[src/rtl/core/epd_pkg.sv]
// Shared types and constants for the encoded polyline decoder.
// No dependencies; every other file in rtl/core refers to this package by scoped name.
`timescale 1ns / 1ps

package epd_pkg;

  // Default sizing, handed to the top level parameters
  localparam int ACC_WIDTH_DEF      = 48;
  localparam int COORD_FRAC_DEF     = 16;
  localparam int MAX_FRAC_SHIFT_DEF = 16;

  // Fixed field widths
  localparam int FRAC_W = 5;
  localparam int POS_W  = 32;

  // Result kinds
  localparam logic [1:0] KIND_MOVETO  = 2'd0;
  localparam logic [1:0] KIND_LINETO  = 2'd1;
  localparam logic [1:0] KIND_PEN     = 2'd2;
  localparam logic [1:0] KIND_BAD_PEN = 2'd3;

  // Transform coefficients and offsets from the register file
  typedef struct packed {
    logic signed [POS_W-1:0] gain_xx;
    logic signed [POS_W-1:0] gain_xy;
    logic signed [POS_W-1:0] gain_yx;
    logic signed [POS_W-1:0] gain_yy;
    logic signed [POS_W-1:0] offset_x;
    logic signed [POS_W-1:0] offset_y;
  } xform_t;

  // One pipeline command: pen reload, pen select result or coordinate pair
  typedef struct packed {
    logic                    load;      // command start, pen takes start position
    logic signed [POS_W-1:0] start_x;
    logic signed [POS_W-1:0] start_y;
    logic                    pair;      // coordinate pair to transform
    logic                    absolute;  // pair is absolute (offset base)
    logic                    draw;      // pen down when the pair was decoded
    logic                    pen;       // pen select finished
    logic                    pen_bad;   // pen number out of range
    logic [7:0]              pen_idx;
  } cmd_t;

endpackage

[src/rtl/core/epd_emit.sv]
// Result stage: adds offset or pen base, saturates, tests the short-move threshold,
// keeps the pen position and holds the result register. Depends on epd_pkg.
`timescale 1ns / 1ps

module epd_emit #(
  parameter int COORD_FRAC = epd_pkg::COORD_FRAC_DEF
) (
  input  logic                             clk,
  input  logic                             rst,
  input  logic                             in_valid,
  output logic                             in_ready,
  input  epd_pkg::cmd_t                    in_cmd,
  input  logic signed [64-COORD_FRAC:0]    in_qx,
  input  logic signed [64-COORD_FRAC:0]    in_qy,
  input  epd_pkg::xform_t                  xform,
  output logic                             out_valid,
  input  logic                             out_ready,
  output logic [1:0]                       kind,
  output logic signed [epd_pkg::POS_W-1:0] pos_x,
  output logic signed [epd_pkg::POS_W-1:0] pos_y,
  output logic [7:0]                       pen_index
);

  localparam int QW       = 65 - COORD_FRAC;
  localparam int MOVE_LIM = (1 << COORD_FRAC) / 1000;  // 0.001 in output units

  logic signed [epd_pkg::POS_W-1:0] pen_x, pen_y;
  logic signed [epd_pkg::POS_W-1:0] pen_x_next, pen_y_next;
  logic signed [epd_pkg::POS_W-1:0] base_px, base_py;  // pen before this pair
  logic signed [epd_pkg::POS_W-1:0] base_x, base_y;
  logic signed [epd_pkg::POS_W-1:0] tx, ty;
  logic [32:0]                      dx, dy, adx, ady;
  logic                             moved;
  logic                             res_emit;
  logic [1:0]                       kind_next;
  logic                             in_take;

  function automatic logic signed [31:0] sat32(input logic signed [QW:0] v);
    logic hi_ones, hi_zeros;
    hi_ones  = &v[QW:31];
    hi_zeros = ~|v[QW:31];
    if (hi_ones || hi_zeros) sat32 = v[31:0];
    else if (v[QW])          sat32 = {1'b1, 31'd0};
    else                     sat32 = {1'b0, {31{1'b1}}};
  endfunction

  assign in_ready = !out_valid || out_ready;
  assign in_take  = in_valid && in_ready;

  // Base position and transformed point
  always_comb begin
    base_px = in_cmd.load ? in_cmd.start_x : pen_x;
    base_py = in_cmd.load ? in_cmd.start_y : pen_y;
    base_x  = in_cmd.absolute ? xform.offset_x : base_px;
    base_y  = in_cmd.absolute ? xform.offset_y : base_py;
    tx = sat32({in_qx[QW-1], in_qx} + {{(QW-31){base_x[31]}}, base_x});
    ty = sat32({in_qy[QW-1], in_qy} + {{(QW-31){base_y[31]}}, base_y});
    dx  = {base_px[31], base_px} - {tx[31], tx};
    dy  = {base_py[31], base_py} - {ty[31], ty};
    adx = dx[32] ? -dx : dx;
    ady = dy[32] ? -dy : dy;
    moved = (adx > 33'(MOVE_LIM)) || (ady > 33'(MOVE_LIM));
  end

  // Result selection and pen tracking
  always_comb begin
    res_emit   = 1'b0;
    kind_next  = epd_pkg::KIND_MOVETO;
    pen_x_next = base_px;
    pen_y_next = base_py;
    if (in_cmd.pen) begin
      res_emit  = 1'b1;
      kind_next = in_cmd.pen_bad ? epd_pkg::KIND_BAD_PEN : epd_pkg::KIND_PEN;
    end else if (in_cmd.pair) begin
      res_emit   = !in_cmd.draw || moved;
      kind_next  = in_cmd.draw ? epd_pkg::KIND_LINETO : epd_pkg::KIND_MOVETO;
      pen_x_next = tx;
      pen_y_next = ty;
    end
  end

  always_ff @(posedge clk) begin
    if (rst) begin
      pen_x <= '0;
      pen_y <= '0;
    end else if (in_take) begin
      pen_x <= pen_x_next;
      pen_y <= pen_y_next;
    end
  end

  // Result register
  always_ff @(posedge clk) begin
    if (rst) begin
      out_valid <= 1'b0;
    end else if (in_ready) begin
      out_valid <= in_take && res_emit;
    end
  end

  always_ff @(posedge clk) begin
    if (in_take && res_emit) begin
      kind      <= kind_next;
      pos_x     <= in_cmd.pen ? '0 : tx;
      pos_y     <= in_cmd.pen ? '0 : ty;
      pen_index <= in_cmd.pen ? in_cmd.pen_idx : 8'd0;
    end
  end

  a_pen_no_pos: assert property (@(posedge clk) disable iff (rst)
    (out_valid && ((kind == epd_pkg::KIND_PEN) || (kind == epd_pkg::KIND_BAD_PEN))) |->
      (pos_x == '0) && (pos_y == '0))
    else $error("epd_emit: pen result carries a position");

  a_move_no_pen: assert property (@(posedge clk) disable iff (rst)
    (out_valid && ((kind == epd_pkg::KIND_MOVETO) || (kind == epd_pkg::KIND_LINETO))) |->
      (pen_index == 8'd0))
    else $error("epd_emit: move result carries a pen index");

endmodule

[config.mk]
export PLATFORM = sky130hd
export DESIGN_NAME = epd_emit
export DESIGN_NICKNAME = d
export VERILOG_FILES = /design/src/rtl/core/epd_pkg.sv /design/src/rtl/core/epd_emit.sv
export SDC_FILE = /design/constraint.sdc
export NUM_CORES = 1
export LEC_CHECK = 0
export CAP_MARGIN = 20
export CORE_MARGIN = 3
export CORE_UTILIZATION = 54
export CTS_CLUSTER_DIAMETER = 80
export DETAILED_ROUTE_END_ITERATION = 16
export DONT_BUFFER_PORTS = 1
export PLACE_DENSITY_LB_ADDON = 0.05
export SETUP_SLACK_MARGIN = 0.3
export SYNTH_ARGS = -nofsm -noshare
export SYNTH_HDL_FRONTEND = slang
export SYNTH_SLANG_ARGS = --single-unit
[constraint.sdc]
create_clock -name clk -period 19.96 [get_ports clk]
set_input_delay 2.994 -clock clk [delete_from_list [all_inputs] [get_ports clk]]
set_output_delay 2.994 -clock clk [all_outputs]
set_load 0.03 [all_outputs]
* After elaboration in Yosys (flattened, before gate mapping)
Cells that the tools add are included.
Storage, ports and cells: bits in registers 139, input port bits 372, output and inout port bits 76, word-level logic and storage cells 50
Cells by class: add/sub/neg operators 6, magnitude comparators 2, muxes and demuxes 20, reduce and logical (&&, ||, !) cells 15
Operator list (number):
- $mux W32 | 12
- $add A49 B32 Y50 | 2
- $gt A33 B7 Y1 const B | 2
- $mux W33 | 2
- $neg A33 Y33 | 2
- $sub A32 B32 Y33 | 2
- $reduce_and A19 Y1 | 2
- $reduce_or A19 Y1 | 2
- $logic_or A1 B1 Y1 | 5
- $mux W1 | 5
- $logic_not A1 Y1 | 4
- $logic_and A1 B1 Y1 | 2
- $mux W2 | 1

* Longest topological paths before layout
word-level depth 16, mapped depth 39, mapped depth without buffers 33

* Worst setup path after synthesis
No wires, ideal clock.
kind input-to-reg, start input port in_cmd[77] in the netlist's numbering, end register kind[0], enable pin, setup time 532 ps, arrival 15122 ps, data required time 19428 ps, path slack 4305 ps, stages on the path 34, buffers on the path 6, path through clkbuf_1 -> buf_1 -> clkbuf_1 -> mux2_2 -> mux2_2 -> ha_1 -> a2111oi_0 -> o21ai_1 -> a21oi_2 -> o32ai_4 -> o211a_1 -> o211ai_1 -> a21boi_1 -> o32a_1 -> or4_1 -> o31ai_2 -> buf_6 -> buf_2 -> a21oi_1 -> ha_1 -> clkbuf_1 -> nand2_1 -> or4_1 -> a2111o_1 -> o211ai_1 -> o21ai_1 -> a22oi_1 -> or3b_2 -> or4_1 -> nor4_1 -> a31oi_1 -> nand3_1 -> nor4_2 -> o22ai_1
Between the ends: cells in the longest elaborated chain, start to end 16, elaborated cells on any way between the ends 31, those cells by class 6 x add/sub; 2 x order compare; 12 x mux; 11 x reduce/logical
RTL lines:
- start, declared | RTL line epd_emit.sv:12 | input epd_pkg::cmd_t in_cmd,
- $mux W32 (on tied branches) | RTL line epd_emit.sv:52, epd_emit.sv:53
- $mux W32 (on tied branches) | RTL line epd_emit.sv:54, epd_emit.sv:55
- $add A49 B32 Y50 (on tied branches) | RTL line epd_emit.sv:56, epd_emit.sv:57
- $reduce_or A19 Y1 | RTL line epd_emit.sv:41 | hi_zeros = ~|v[QW:31];
- $logic_not A1 Y1 | RTL line epd_emit.sv:41
- $logic_or A1 B1 Y1 | RTL line epd_emit.sv:42 | if (hi_ones || hi_zeros) sat32 = v[31:0];
- $mux W32 | RTL line epd_emit.sv:42
- $sub A32 B32 Y33 (on tied branches) | RTL line epd_emit.sv:58, epd_emit.sv:59
- $neg A33 Y33 (on tied branches) | RTL line epd_emit.sv:60, epd_emit.sv:61
- $mux W33 (on tied branches) | RTL line epd_emit.sv:60, epd_emit.sv:61
- $gt A33 B7 Y1 | RTL line epd_emit.sv:62 | moved = (adx > 33'(MOVE_LIM)) || (ady > 33'(MOVE_LIM));
- $logic_or A1 B1 Y1 * | RTL line epd_emit.sv:62
- $logic_or A1 B1 Y1 * | RTL line epd_emit.sv:75 | res_emit = !in_cmd.draw || moved;
- $mux W1 * | RTL line epd_emit.sv:74 | end else if (in_cmd.pair) begin
- $mux W1 * | RTL line epd_emit.sv:71 | if (in_cmd.pen) begin
- $logic_and A1 B1 Y1 * | RTL line epd_emit.sv:102 | if (in_take && res_emit) begin
- end signal, assigned | RTL line epd_emit.sv:103 | kind <= kind_next;
- end, declared | RTL line epd_emit.sv:18 | output logic [1:0] kind,
Every way passes the cells marked *; elsewhere a longest branch is shown, timed or not. A chain may end at the register's enable or synchronous reset.

* Worst setup path after layout
start input port in_cmd[77] in the netlist's numbering, end register pos_y[20] in the netlist's numbering, enable pin
Between the ends: cells in the longest elaborated chain, start to end 16, elaborated cells on any way between the ends 31, those cells by class 6 x add/sub; 2 x order compare; 12 x mux; 11 x reduce/logical
RTL lines:
- $mux W32 (on tied branches) | RTL line epd_emit.sv:52, epd_emit.sv:53
- $mux W32 (on tied branches) | RTL line epd_emit.sv:54, epd_emit.sv:55
- $add A49 B32 Y50 (on tied branches) | RTL line epd_emit.sv:56, epd_emit.sv:57
- $reduce_or A19 Y1 | RTL line epd_emit.sv:41
- $logic_not A1 Y1 | RTL line epd_emit.sv:41
- $logic_or A1 B1 Y1 | RTL line epd_emit.sv:42
- $mux W32 | RTL line epd_emit.sv:42
- $sub A32 B32 Y33 (on tied branches) | RTL line epd_emit.sv:58, epd_emit.sv:59
- $neg A33 Y33 (on tied branches) | RTL line epd_emit.sv:60, epd_emit.sv:61
- $mux W33 (on tied branches) | RTL line epd_emit.sv:60, epd_emit.sv:61
- $gt A33 B7 Y1 | RTL line epd_emit.sv:62
- $logic_or A1 B1 Y1 * | RTL line epd_emit.sv:62
- $logic_or A1 B1 Y1 * | RTL line epd_emit.sv:75
- $mux W1 * | RTL line epd_emit.sv:74
- $mux W1 * | RTL line epd_emit.sv:71
- $logic_and A1 B1 Y1 * | RTL line epd_emit.sv:102
- end signal, assigned | RTL line epd_emit.sv:105 | pos_y <= in_cmd.pen ? '0 : ty;
- end, declared | RTL line epd_emit.sv:20 | output logic signed [epd_pkg::POS_W-1:0] pos_y,
Marks and branches as above.

==> impl_metrics.json <==
{
  "drt_iter0_drc": 1853,
  "track_usage": 0.367,
  "dpl_cell_area_sq_um": 20200,
  "grt_pass1_vias": 19692,
  "htree_levels": 4,
  "cts_tree": "built",
  "antenna_found_initial": 33,
  "num_vias": 20884,
  "ys.flop_type": "edfxtp_1",
  "power_switching_w": 0.000999,
  "fmax_mhz": 75.1,
  "initial_core_util": 0.549,
  "io_pins": 448,
  "period_needed_ns": 13.31,
  "setup_tns_ns": 0,
  "critPathKind": "in -> reg",
  "cts_sinks": 139,
  "relSlewSlack": 0.228,
  "r2r_end": "pos_y[20]",
  "ys_seq_area_frac": 0.175,
  "fin_nets": 3043,
  "crit_slowest_cell": "or4_1",
  "holdPathEnd": "pen_x[9]",
  "postCtsSetupBuffers": 0,
  "top_usage_layer": "met2",
  "grt_remaining_overflow": 0,
  "cts_resized": 0,
  "die_width_um": 199,
  "r2r_slack_ns": 9.01,
  "fin_skew_ns": 0.0185,
  "utilization": 0.569,
  "crit_top_cell": "nand4_1",
  "drc_errors": 0,
  "r2r_start": "pen_y[23]",
  "internal-power_w": 0.000978,
  "cts.path.max_buffers": 2,
  "min-delay-path-class": "reg -> reg",
  "ys_ff_latch": 139,
  "postRouteAntennaNets": 0,
  "ys_warn_count": 0,
  "synth_edf_count": 74,
  "clock_latency_ns": 0.46,
  "synth_top_area_share": 0.111,
  "cts-root-buf": "clkbuf_16",
  "syn_area_per_cell_sq_um": 7.66,
  "cp-start-kind": "primary input",
  "cp.required_ns": 20.09,
  "dieArea_sq_um": 39600,
  "final_design_area_no_fill_sq_um": 20800,
  "drt-pass1-iter-count": 6,
  "seq_power_share": 0.195,
  "cts_buffers": 17,
  "power_w": 0.00198,
  "die_h_um": 199,
  "yosys.area.top_type": "edfxtp_1",
  "grt_setup_unrepaired": "no",
  "wl_per_cell_um": 25.2,
  "setup_viol": 0,
  "cap_viol_max_count": 0,
  "routed_wl_um": 75600,
  "min_period_over_period": 0.667,
  "ctsHoldBuffers": 0,
  "grt_pass1_wl_um": 114000,
  "cp_max_fo": 64,
  "area_growth_pct": 3.76,
  "vias_per_cell": 6.95,
  "hp-start": "pen_x[9]",
  "hold_depth": 2,
  "core_area_sq_um": 36600,
  "yosysUniqueCellTypes": 98,
  "synth_cells": 2622,
  "drive_gt1_frac": 0.0942,
  "endpoint_kind": "flip-flop",
  "hold_viol": 0,
  "dp_slack_ns": 6.54,
  "grtUsageMet1": 0.421,
  "clkPwrFrac": 0.174,
  "num_rows": 70,
  "netlist_area_sq_um": 20100,
  "use_met3": 0.0925,
  "syn-num-nets": 3162,
  "vdd_drop_max_mv": 0.0727,
  "crit_path_start": "in_cmd[77]",
  "netlist_top_cells_area": "edfxtp_1, ha_1, mux2_2, dfxtp_1, a21oi_1",
  "async_flop_share": 0,
  "gp_congestion": 1.02,
  "worst_slew_pin_slew_ns": 1.16,
  "outcome": "complete, no violations",
  "grt_max_degree": 77,
  "power_density_nw_per_um2": 94.8,
  "slowest_delay_ns": 0.60,
  "swShare": 0.505,
  "worstRegToRegCells": 31,
  "cp_data_arrival_time_ns": 13.45,
  "p_leak_nw": 8.22,
  "dp_hpwl_um": 60300,
  "setup_slack_ns": 6.65,
  "combPwrFrac": 0.631,
  "clkTransAtPathRegs_ns": 0.07,
  "use_met2": 0.635,
  "slew_violations": 0,
  "io_buffer_count": 0
}
-- power by group through the flow --
stage / registers (W) / clock network, W / logic, W
finish: 0.000386 / 0.000344 / 0.00125
CTS: 0.000385 / 0.000345 / 0.00122
global route: 0.000389 / 0.000353 / 0.00135
global placement: 0.000391 / 0 / 0.00119
floorplan: 0.000386 / 0 / 0.000920
detailed placement: 0.000391 / 0 / 0.00121
-- per-stage QoR --
stage | instances | hold WS [ns]
floorplan | 2622 | 0.421
global placement | 2951 | 0.430
detailed placement | 2951 | 0.442
CTS | 2983 | 0.450
global route | 2997 | 0.474
finish | 3004 | 0.448
-- how the worst max path moves through the flow --
stage,endpoint,slack (ns),depth (start not counted)
3_5_place_dp,pos_y[27],6.54,31
4_1_cts,pos_x[12],6.97,31
6_report,pos_y[20],6.65,31
3_3_place_gp,pos_x[12],6.46,31
5_1_grt,pos_x[12],6.11,34
2_1_floorplan,kind[0],4.31,34
-- cell type report --
class / instances / area (sq um)
fillers: 3521 / 15800
multi-input cells: 2272 / 15800
flip-flops and latches: 139 / 3520
well taps: 468 / 586
clock buffers: 21 / 482
inverters: 60 / 225
clock inverters: 11 / 131
repair buffers: 13 / 95.1
diodes: 20 / 50.0
-- routing by layer --
layer,share of wire,wire [um],vias up
li1,-,-,9862
met1,0.39,29200,9899
met2,0.48,36300,863
met3,0.078,5920,224
met4,0.051,3890,36
met5,0.0032,239,-
-- logic make-up after synthesis --
group / Yosys count / synth area share
xor gates and xnor gates: 117 / 0.0510
DFF: 139 / 0.175
AOI/OAI and AO/OA: 977 / 0.327
muxes: 149 / 0.0820
adders and majority gates: 168 / 0.106
buffers and inverters: 211 / 0.0429
and+or+nand+nor: 861 / 0.216
-- flip-flops by register name (all words and copies together), names as in the netlist --
signal	count
pen_x	32
pen_y	32
pos_x	32
pos_y	32
pen_index	8
kind	2
out_valid	1
-- synth_stat cells (27+ instances only) --
master / number
a211oi_1: 32
a21o_1: 98
a21oi_1: 258
a22oi_1: 32
a31oi_1: 37
and2_1: 42
and3_1: 29
clkbuf_1: 127
dfxtp_1: 65
edfxtp_1: 74
ha_1: 164
inv_1: 60
mux2_2: 123
nand2_1: 206
nand3_1: 60
nand4_1: 57
nor2_1: 222
nor3_1: 51
nor4_1: 28
o211ai_1: 38
o21a_1: 27
o21ai_0: 148
o21ai_1: 46
xnor2_1: 71
xor2_1: 46
-- critical path: cells and delay by family --
family | cells | cell delay [ns]
AO/OA/AOI/OAI | 12 | 3.04
adder cells (fa/ha/maj) | 2 | 0.95
buffers and inverters | 2 | 0.87
multiplexers | 2 | 0.68
AND/OR/NAND/NOR | 13 | 4.76
-- cell usage in the layout, fill, tap and decap left out, types with 17 or more instances in the layout --
cell type / n
o21ai_0: 148
a21o_1: 98
nor4_1: 28
o21a_1: 27
xnor2_1: 71
and2_1: 42
a22oi_1: 32
inv_1: 60
nor2b_1: 24
clkbuf_16: 18
nor3_1: 50
edfxtp_1: 74
a21oi_1: 258
mux2_2: 123
a31oi_1: 37
and3_1: 29
a211o_1: 19
mux2i_1: 25
o21ai_1: 46
dfxtp_1: 65
or2_2: 23
o211ai_1: 38
nand3_1: 60
xor2_1: 46
a21boi_0: 18
or3_1: 24
nand4_1: 57
a211oi_1: 32
o21bai_1: 17
diode_2: 20
nor2_1: 221
nand2_1: 206
ha_1: 164
No activity file was read; power rests on OpenSTA's default activity.
